**src/rtl/core/psfwrl_pkg.sv**
```systemverilog
// Shared types, constants and codes for the per-source fixed-window rate limiter.
// Used by psfwrl_ctrl, psfwrl_datapath and the top level; depends on nothing.
package psfwrl_pkg;

    // table geometry
    localparam int TABLE_ENTRIES = 256;
    localparam int IDX_W         = (TABLE_ENTRIES > 1) ? $clog2(TABLE_ENTRIES) : 1;
    localparam int CNT_W         = $clog2(TABLE_ENTRIES + 1);

    // field widths
    localparam int ADDR_W  = 32;
    localparam int TIME_W  = 32;
    localparam int COUNT_W = 16;
    localparam int CFG_W   = 16;
    localparam int CFG_IDX_W = 1;

    typedef logic [IDX_W-1:0]   idx_t;
    typedef logic [CNT_W-1:0]   cnt_t;
    typedef logic [COUNT_W-1:0] count_t;
    typedef logic [TIME_W-1:0]  time_t;
    typedef logic [ADDR_W-1:0]  addr_t;
    typedef logic [CFG_W-1:0]   cfg_data_t;

    localparam count_t    COUNT_MAX    = '1;
    localparam cfg_data_t LIMIT_RESET  = 16'd30;
    localparam cfg_data_t WINDOW_RESET = 16'd15;
    localparam cnt_t      FILL_FULL    = cnt_t'(TABLE_ENTRIES);

    // result outcome codes
    typedef enum logic [1:0] {
        OUT_EXISTING = 2'd0,
        OUT_NEW      = 2'd1,
        OUT_FULL     = 2'd2,
        OUT_NO_ADDR  = 2'd3
    } outcome_t;

    // configuration register indexes
    typedef enum logic [CFG_IDX_W-1:0] {
        REG_REQUEST_LIMIT  = 1'b0,
        REG_WINDOW_SECONDS = 1'b1
    } cfg_reg_t;

    // request payload
    typedef struct packed {
        addr_t source_address;
        logic  has_address;
        time_t now_seconds;
    } req_t;

    // result payload
    typedef struct packed {
        logic     limited;
        outcome_t outcome;
        count_t   current_count;
    } result_t;

    // one table entry as stored in memory
    typedef struct packed {
        addr_t  address;
        count_t count;
        time_t  window_start;
    } entry_t;

    // controller to datapath commands
    typedef struct packed {
        logic load_req;
        logic scan_rd;
        logic take_hit;
        logic take_zero;
        logic claim;
        logic commit;
        logic emit_full;
        logic emit_noaddr;
    } ctrl_cmd_t;

    // datapath to controller status
    typedef struct packed {
        logic scan_more;
        logic rd_hit;
        logic table_full;
        logic req_zero;
    } ctrl_status_t;

endpackage

```
**src/rtl/core/psfwrl_ctrl.sv**
```systemverilog
// Request sequencer for the rate limiter: accepts a request, steps the table scan
// and picks the hit, claim, zero-slot, full or no-address path. Depends on psfwrl_pkg.
module psfwrl_ctrl (
    input  logic                     clk,
    input  logic                     rst_n,
    input  logic                     start,
    input  logic                     has_address,
    input  psfwrl_pkg::ctrl_status_t status,
    output psfwrl_pkg::ctrl_cmd_t    cmd,
    output logic                     busy
);

    typedef enum logic [2:0] {
        S_IDLE   = 3'b001,
        S_SCAN   = 3'b010,
        S_UPDATE = 3'b100
    } state_t;

    state_t state_reg;
    state_t state_next;

    // state register
    always_ff @(posedge clk or negedge rst_n)
    begin
        if (!rst_n)
        begin
            state_reg <= S_IDLE;
        end
        else
        begin
            state_reg <= state_next;
        end
    end

    // next state and commands
    always_comb
    begin
        state_next = state_reg;
        cmd        = '0;
        case (state_reg)
            S_IDLE:
            begin
                if (start)
                begin
                    if (has_address)
                    begin
                        cmd.load_req = 1'b1;
                        state_next   = S_SCAN;
                    end
                    else
                    begin
                        cmd.emit_noaddr = 1'b1;
                    end
                end
            end
            S_SCAN:
            begin
                if (status.rd_hit)
                begin
                    cmd.take_hit = 1'b1;
                    state_next   = S_UPDATE;
                end
                else if (status.scan_more)
                begin
                    cmd.scan_rd = 1'b1;
                end
                else if (status.table_full)
                begin
                    cmd.emit_full = 1'b1;
                    state_next    = S_IDLE;
                end
                else if (status.req_zero)
                begin
                    // address zero counts against the first empty slot
                    cmd.take_zero = 1'b1;
                    state_next    = S_UPDATE;
                end
                else
                begin
                    cmd.claim  = 1'b1;
                    state_next = S_IDLE;
                end
            end
            S_UPDATE:
            begin
                cmd.commit = 1'b1;
                state_next = S_IDLE;
            end
            default:
            begin
                state_next = S_IDLE;
            end
        endcase
    end

    assign busy = (state_reg != S_IDLE);

endmodule

```
**config.mk**
```make
export PLATFORM = sky130hd
export DESIGN_NAME = psfwrl_ctrl
export DESIGN_NICKNAME = d
export VERILOG_FILES = /design/src/rtl/core/psfwrl_pkg.sv /design/src/rtl/core/psfwrl_ctrl.sv
export SDC_FILE = /design/constraint.sdc
export NUM_CORES = 1
export LEC_CHECK = 0
export BUFFER_PORTS_ARGS = -buffer_cell sky130_fd_sc_hd__buf_2
export CORE_AREA = 4 4 41 43
export CTS_BUF_LIST = sky130_fd_sc_hd__clkbuf_4
export DETAILED_ROUTE_END_ITERATION = 8
export DIE_AREA = 0 0 45 47
export PLACE_DENSITY = 0.41
export SETUP_SLACK_MARGIN = 0.02
export SLEW_MARGIN = 30
export SYNTH_ARGS = -nofsm -noshare
export SYNTH_HDL_FRONTEND = slang
export SYNTH_SLANG_ARGS = --single-unit
```
**constraint.sdc**
```tcl
create_clock -name clk -period 1.15 [get_ports clk]
set_input_delay 0.1725 -clock clk [delete_from_list [all_inputs] [get_ports clk]]
set_output_delay 0.1725 -clock clk [all_outputs]
set_load 0.005 [all_outputs]
```
Word-level counts from Yosys, hierarchy flattened --
Cells that the tools add are included.
Cells by class: equality and inequality tests 7, reductions and logical operators 1, multiplexer cells 27
Operator list (number):
- $mux W3 | 6
- $mux W1 | 16
- $mux W2 | 3
- $pmux W3 S2 | 1
- $mux W4 | 1
- $ne A2 B2 Y1 const B | 2
- $eq A3 B1 Y1 const B | 1
- $eq A3 B2 Y1 const B | 1
- $eq A3 B3 Y1 const B | 1
- $ne A3 B1 Y1 const B | 1
- $ne A3 B3 Y1 const B | 1
- $reduce_and A3 Y1 | 1
Storage, ports and cells: input bits 8, bits in registers 3, logic and storage cells 36, output and inout bits 9

Longest topological paths before layout --
Gate-level depths: netlist (run 1).
depth after elaboration 5, gate-level depth with buffers 3, gate-level depth less buffers 3

Worst setup path after synthesis (run 1) --
OpenSTA, ideal clock, no wires.
kind register to output, from register state_reg[0], to output cmd[7] (netlist name), path buffers 0, arrival 0.952 ns, slack 0.025 ns, cell stages (with the launch flop) 3, data required time 0.978 ns, cell sequence dfstp_2 -> nor3b_2 -> and3_4
RTL lines:
- from (decl) | line psfwrl_ctrl.sv:19 | state_t state_reg;
- from (signal assigned) | line psfwrl_ctrl.sv:31 | state_reg <= state_next;
- to (decl) | line psfwrl_ctrl.sv:9 | output psfwrl_pkg::ctrl_cmd_t cmd,

==> results of run 1 <==
cells in the mapped netlist (all sizes together):
cell type / instances
nor2: 4
and3b: 1
and2: 1
nand2: 3
nor3: 1
o21a: 1
or2: 1
nor3b: 3
nand2b: 1
a21oi: 1
and3: 2
dfstp: 1
dfrtp: 2
inv: 1
power breakdown:
part / internal, uW / switching (uW) / total (uW)
logic: 66.1 / 37.9 / 104
clock network: 153 / 52.9 / 206
registers: 115 / 5.95 / 121
repair_timing:
item,in CTS,in global routing
setup buffers,4,3
hold endpoints to repair,3,0
hold buffers,1,0
setup endpoints to repair,11,12
pin swaps,8,4
resized for setup,7,1
final timing paths:
| check | start | to | slack (ps) | cells past startpoint |
|---|---|---|---|---|
| max reg2reg | state_reg[0] | state_reg[1] | -250 | 6 |
| max in group asynchronous | rst_n | state_reg[0] | 690 | 2 |
| min in group asynchronous | rst_n | state_reg[2] | 270 | 2 |
| min reg2reg | state_reg[2] | state_reg[2] | 850 | 4 |
| max | state_reg[0] | cmd[7] | -340 | 3 |
| min | status[2] | state_reg[2] | 210 | 2 |
cell type report:
class	count	area share
clock buffers	4	0.0672
inverters	1	0.00840
multi-input cells	19	0.317
flip-flops and latches	3	0.171
well taps	15	0.0420
repair buffers	25	0.395
routing by layer:
metal	wire length (um)	GRT usage	part of all wire	vias up
met2	274	0.113	0.44	15
met4	0	0.0526	0	0
li1	-	-	-	138
met3	84	0.0651	0.14	0
met5	0	0	0	-
met1	260	0.0847	0.42	118
per-stage QoR:
| step | cells | utilization | hold slack, ps | setup slack [ps] | instance area (sq um) |
|---|---|---|---|---|---|
| 2_1_floorplan | 23 | - | -123 | 25.0 | 209 |
| 3_3_place_gp | 56 | 0.248 | -27.6 | -116 | 323 |
| 3_5_place_dp | 56 | 0.248 | -25.1 | -113 | 323 |
| 4_1_cts | 65 | 0.329 | 195 | -353 | 428 |
| 5_1_grt | 67 | 0.343 | 215 | -422 | 447 |
| 6_report | 67 | 0.343 | 206 | -335 | 447 |
cells by family after synthesis:
kind of cell / share of synthesized area
AOI/OAI and AO/OA: 0.0599
buffers and inverters: 0.0179
DFF: 0.365
and+or+nand+nor: 0.557
==> impl.org, run 1 <==
** Worst setup path
- On the critical path, the stage with the largest delay is an instance of sky130_fd_sc_hd__dfstp_2.
- Of all nets on the critical path, the largest fanout is 3.
- Delay-heaviest family, CP :: flip-flops
- Worst Path Arrival :: 1310 ps
- At the worst endpoint, the required time is 980 ps.
- Category of the worst setup path launch point :: register
- STA classifies the critical path endpoint as an output port.
- Delay of the slowest cell on the worst path :: 550 ps
- Critical-path cell list :: nor3b_4 > and3_4 > buf_6
- The setup path with the least slack is of type reg -> out.
- Worst path buffer plus inverter count :: 1

** Timing
- Minimum clock period after layout :: 1490 ps
- The number of slew-limit violations in the final report was 0.
- Fmax :: 673 MHz
- Pin slew with the least headroom to its limit :: 190 ps
- Count of final setup violators :: 11
- Final setup slack of the worst path :: -335 ps
- The final hold violation count is 0.
- The clock arrives with 1.12 ps of skew.
- Setup repair after global routing could not meet its margin everywhere.
- Of the available clock period, the critical path in the final layout requires 1.29.
- After routing, the total negative slack on setup checks comes to -2650 ps.
- Max_slew headroom :: 0.873

** Die
- Total I/O pin count :: 17
- The floorplan step defined a die boundary enclosing 0.00212 sq mm.
- Core area :: 0.00130 sq mm
- In this run the core area contains 13 standard-cell rows.
- The initial utilization of the core area, before any placement, comes to 0.161.
- Height of the chip :: 47 um
- Horizontal die dimension :: 45 um

** CTS
- In this run the clock root is driven by a sky130_fd_sc_hd__clkbuf_4.
- CTS saw 3 sinks.
- Clock tree from TritonCTS :: yes
- Inserted Clock Buffers :: 3
- CTS H-Tree Depth :: 1
- Counting along the longest clock path gives a buffer depth of 2.
- Clock-pin slew reported for the worst setup and hold paths after clock tree synthesis :: 40 ps
- Clock latency on the worst-skew pair, taken at its later pin, is 230 ps.

** Yosys
- Number of warning messages in the yosys log :: 0
- Mean post-synth cell area :: 9.08 sq um
- In this run the cell area of the synthesized design comes to 209 sq um.
- Synth Net Count :: 31
- Post-synth cell types :: 17
- Portion of the post-synthesis area used by sequential elements :: 0.365
- Top cells by area, synth :: sky130_fd_sc_hd__dfrtp_1 24%, sky130_fd_sc_hd__dfstp_2 13%, sky130_fd_sc_hd__nor3b_4 9.0%, sky130_fd_sc_hd__nor2_1 7.2%, sky130_fd_sc_hd__nor3b_2 6.0%
- Fraction of synthesized cell area taken by the top area cell type :: 0.240
- After synthesis the netlist holds a flip-flop and latch count of 3.
- Synthesis produced 23 cells.
- Cell type with the largest total area after synthesis :: sky130_fd_sc_hd__dfrtp_1

** Finish
- The library cells used most frequently in the layout, excluding fill and tap cells, are 13 x sky130_fd_sc_hd__buf_2, 6 x sky130_fd_sc_hd__buf_4, 5 x sky130_fd_sc_hd__buf_6.
- Number of flip-flops under the largest register name :: 3
- Filler Cell Count :: 148
- Registers take 76.3 sq um.
- Post-layout nets :: 61
- 0 antenna diodes ended up in the layout.
- Leaving out fill and tap cells, the most frequent cell in the layout is sky130_fd_sc_hd__buf_2.
- The area growth from synthesis to layout is 114%.
- Share of cells above drive strength 1 :: 0.654
- Multi-input gate area :: 141 sq um

** GRT
- Via count of the first global-routing pass :: 296
- Pin count of the biggest net entering global routing :: 5
- For this run the aggregate overflow at the end of global routing stands at 0.
- Global-route usage over all layers :: 0.0816
- The first global-routing pass estimated 1150 um of wire.
- Number of antenna violations at the first check in global routing :: 0

** Run status
- The flow ran to the end, but the final reports show violations.
- Failing checks :: negative setup slack

** Place
- The count of buffers added on input and output ports is 16.
- At the end of routability-driven placement, the weighted congestion stood at 0.633.

** Power and ir drop
- For this design the ratio of total power to cell area is 966 mW/mm^2.
- Leak Pwr :: 0.000243 uW
- Worst vdd rail ir drop :: 0.696 mV
- Summing internal, switching and leakage power gives 432 uW.

** Drt
- Summed over all layers, the routed wires come to 619 um.
- After detailed routing, the average wire length per cell comes to 9.24 um.
- After detailed routing, the number of vias per cell comes to 4.04.
- In the routed design, unresolved DRC markers number 0.
- The detailed router finished its first iteration with 2 violations.
- 1st-pass router iterations :: 2
- Count of antenna-violating nets left after detailed routing :: 0
- Routed vias :: 271

** Hold path
- Worst hold path class :: in -> reg

** Job
- Max-cap violations :: 0
Note: power is estimated with default switching activity, not from simulation.
==> run 2, diff against run 1 <==
--- a/config.mk
+++ b/config.mk
@@ -6,10 +6,10 @@
 export NUM_CORES = 1
 export LEC_CHECK = 0
 export BUFFER_PORTS_ARGS = -buffer_cell sky130_fd_sc_hd__buf_2
-export CORE_AREA = 4 4 41 43
+export CORE_AREA = 2 2 39 41
 export CTS_BUF_LIST = sky130_fd_sc_hd__clkbuf_4
 export DETAILED_ROUTE_END_ITERATION = 8
-export DIE_AREA = 0 0 45 47
+export DIE_AREA = 0 0 41 43
 export PLACE_DENSITY = 0.41
 export SETUP_SLACK_MARGIN = 0.02
 export SLEW_MARGIN = 30
==> run 2 against run 1 <==
Against the previous run: the run still ends with negative setup slack left; count of clock-buffer cells in the layout did not move; critical path depth did not move; sequential share of layout area rose by 1.4 points; non-clock buffer count fell by 3; highest routed layer is now met4; critical endpoint unchanged.
==> impl.org, run 2 (synthesis gave the netlist of run 1 again) <==
** Run status
- Run status :: finished, violations left
- Failing checks :: negative setup slack

** Drt
- Post-detailed-route DRC marker count :: 0 (unchanged)
- The detailed-route via count is 255 (-5.9%).
- Sum of routed wire segments on met1 :: 236 um (-9.2%)
- The sum of routed wire length over all layers is 563 um (-9.0%).
- Wire length on met3 :: 41 um (-51%)
- The average detailed-routed wire length per instance is 8.66 um (-6.2%).
- The length of the first detailed-routing pass in iterations was 4 (+2).
- Total met2 wirelength after detailed routing :: 267 um (-2.6%)
- Count of antenna-violating nets left after detailed routing :: 0 (unchanged)
- The detailed router used layers up to and including met4.
- The per-cell via count in the routed design is 3.92 (-3.0%).
- The DRC violation total after the first TritonRoute iteration came to 5 (+3).

** GRT
- The pin count of the biggest net entering global routing is 7 (+2).
- Global-route congestion overflow total :: 0 (unchanged)
- The via count of the first global-routing pass is 246 (-17%).
- Global-route usage over all layers :: 0.0835 (+0.00195)
- The number of antenna violations at the first check in global routing was 0 (unchanged).
- The first-pass GRT wire length was 924 um (-20%).

** Timing
- Minimum clock period after layout :: 1500 ps (+18.8 ps)
- The post-route worst setup slack was -354 ps (-18.8 ps).
- Worst hold margin :: 208 ps (+2.35 ps)
- The setup-violating endpoint count in the final report was 10 (-1).
- Pin slew with the least headroom to its limit :: 252 ps (+62.4 ps)
- The relative max-transition margin is 0.832 (-0.0416).
- Setup repair after global routing could not meet its margin everywhere.
- The highest clock rate was 665 MHz (-1.2%).
- Fin. Hold Viols :: 0 (unchanged)
- The final-layout setup total negative slack was -2470 ps (+181 ps).
- Final period utilization :: 1.31 (+0.0163)
- The post-route clock skew was 0.146 ps (-0.969 ps).
- The number of slew-limit violations in the final report was 0 (unchanged).

** Power and ir drop
- Worst vdd rail ir drop :: 0.254 mV (-63%)
- Power density relative to cell area :: 992 mW/mm^2 (+2.7%)
- Leak Pwr :: 0.000227 uW (-6.4%)
- The total power after layout was 416 uW (-3.6%).

** Worst setup path
- The slowest stage of the critical path is the sky130_fd_sc_hd__dfstp_2 cell.
- The worst setup path is launched from a register.
- The maximum fanout encountered on the critical timing path was 3 (unchanged).
- Delay of the slowest cell on the worst path :: 550 ps (about the same)
- STA classifies the critical path endpoint as an output port.
- The worst path buffer plus inverter count came to 1 (unchanged).
- The arrival time reported for the critical path endpoint came to 1330 ps (+20 ps).
- CP Class :: reg -> out
- The required time reported for the critical path endpoint came to 980 ps (about the same).
- Delay-heaviest family, CP :: flip-flops
- The signal on the critical path passes through nor3b_4 > and3_4 > buf_6.

** Place
- HPWL after detailed placement :: 373 um
- Number of placed cells counting well taps :: 56 (unchanged)
- Count of buffers from port buffering :: 16 (unchanged)
- Final weighted congestion in routability-driven placement :: 0.621 (-1.9%)

** Finish
- Final cell count without fillers :: 65 (-3.0%)
- Post-layout nets :: 58 (-4.9%)
- Share of cells above drive strength 1 :: 0.673 (+0.0196)
- The library cells used most frequently in the layout, excluding fill and tap cells, are 14 x sky130_fd_sc_hd__buf_2, 4 x sky130_fd_sc_hd__nor2_1, 4 x sky130_fd_sc_hd__clkbuf_4, 4 x sky130_fd_sc_hd__buf_4, 3 x sky130_fd_sc_hd__buf_6.
- Number of flip-flops under the largest register name :: 3 (unchanged)
- Leading cell type in the layout, fill and taps excluded :: sky130_fd_sc_hd__buf_2
- Diodes inserted :: 0 (unchanged)
- The share of the core filled with cells was 0.303 (-0.0404).
- The area growth from synthesis to layout is 101%.

** Die
- Height of the chip :: 43 um (-8.5%)
- Horizontal die dimension :: 41 um (-8.9%)
- The total number of placement rows is 14 (+1).
- Core area :: 0.00138 sq mm (+6.3%)
- The full die area was 0.00176 sq mm (-17%).
- The starting density of the core is 0.151 (-0.00958).
- Total I/O pin count :: 17 (unchanged)

** CTS
- Clock latency on the worst-skew pair :: 230 ps (about the same)
- Longest Clk Path Bufs :: 2 (unchanged)
- Clock tree from TritonCTS :: yes
- The clock transition at the register clock pins on the worst setup and hold paths after CTS was 40 ps (about the same).
- Root buffer cell :: sky130_fd_sc_hd__clkbuf_4
- Inserted Clock Buffers :: 3 (unchanged)
- Num Clock Sinks :: 3 (unchanged)
- The H-tree depth was 1 (unchanged).

** Job
- Max-cap violations :: 0 (unchanged)

** Hold path
- Worst hold path class :: in -> reg
run 2: metrics by stage:
stage | instance area, sq um | setup WS (ps)
floorplan | 209 | 25.0
detailed placement | 317 | -111
finish | 419 | -354
CTS | 392 | -351
global route | 419 | -428
global placement | 317 | -102
run 2: repair_timing:
action,4_1_cts,5_1_grt
hold buffers,1,0
setup endpoints to repair,11,11
pin swaps,4,7
endpoints found under the hold margin,3,0
resized for setup,2,6
buffers inserted,3,3
run 2: area by class of cell:
| cell class | count | area, sq um |
|---|---|---|
| Clock buffer | 4 | 30.0 |
| Fill cell | 143 | 965 |
| Inverter | 1 | 3.75 |
| Multi-Input combinational cell | 19 | 144 |
| Sequential cell | 3 | 77.6 |
| Tap cell | 16 | 20.0 |
| Timing Repair Buffer | 22 | 144 |
run 2: report_power, final:
part / leakage (uW) / internal, uW / switching (uW)
Combinational: 0.000173 / 52.5 / 33.5
Sequential: 0.0000360 / 115 / 8.39
Clock: 0.0000184 / 153 / 52.7
run 2: metal layers:
metal	track usage	vias to the layer above
met5	0	-
li1	-	129
met2	0.100	13
met3	0.0157	2
met1	0.0971	111
met4	0.120	0
run 2: path summary, 6_finish.rpt:
check                               endpoint  slack [ps]  cells after the start         start
worst min register to register  state_reg[0]         620                      2  state_reg[2]
worst min-delay path            state_reg[2]         210                      2     status[2]
max in group asynchronous       state_reg[0]         690                      2         rst_n
worst max-delay path                  cmd[7]        -350                      3  state_reg[0]
worst max register to register  state_reg[1]         -90                      4  state_reg[0]
min in group asynchronous       state_reg[1]         260                      2         rst_n
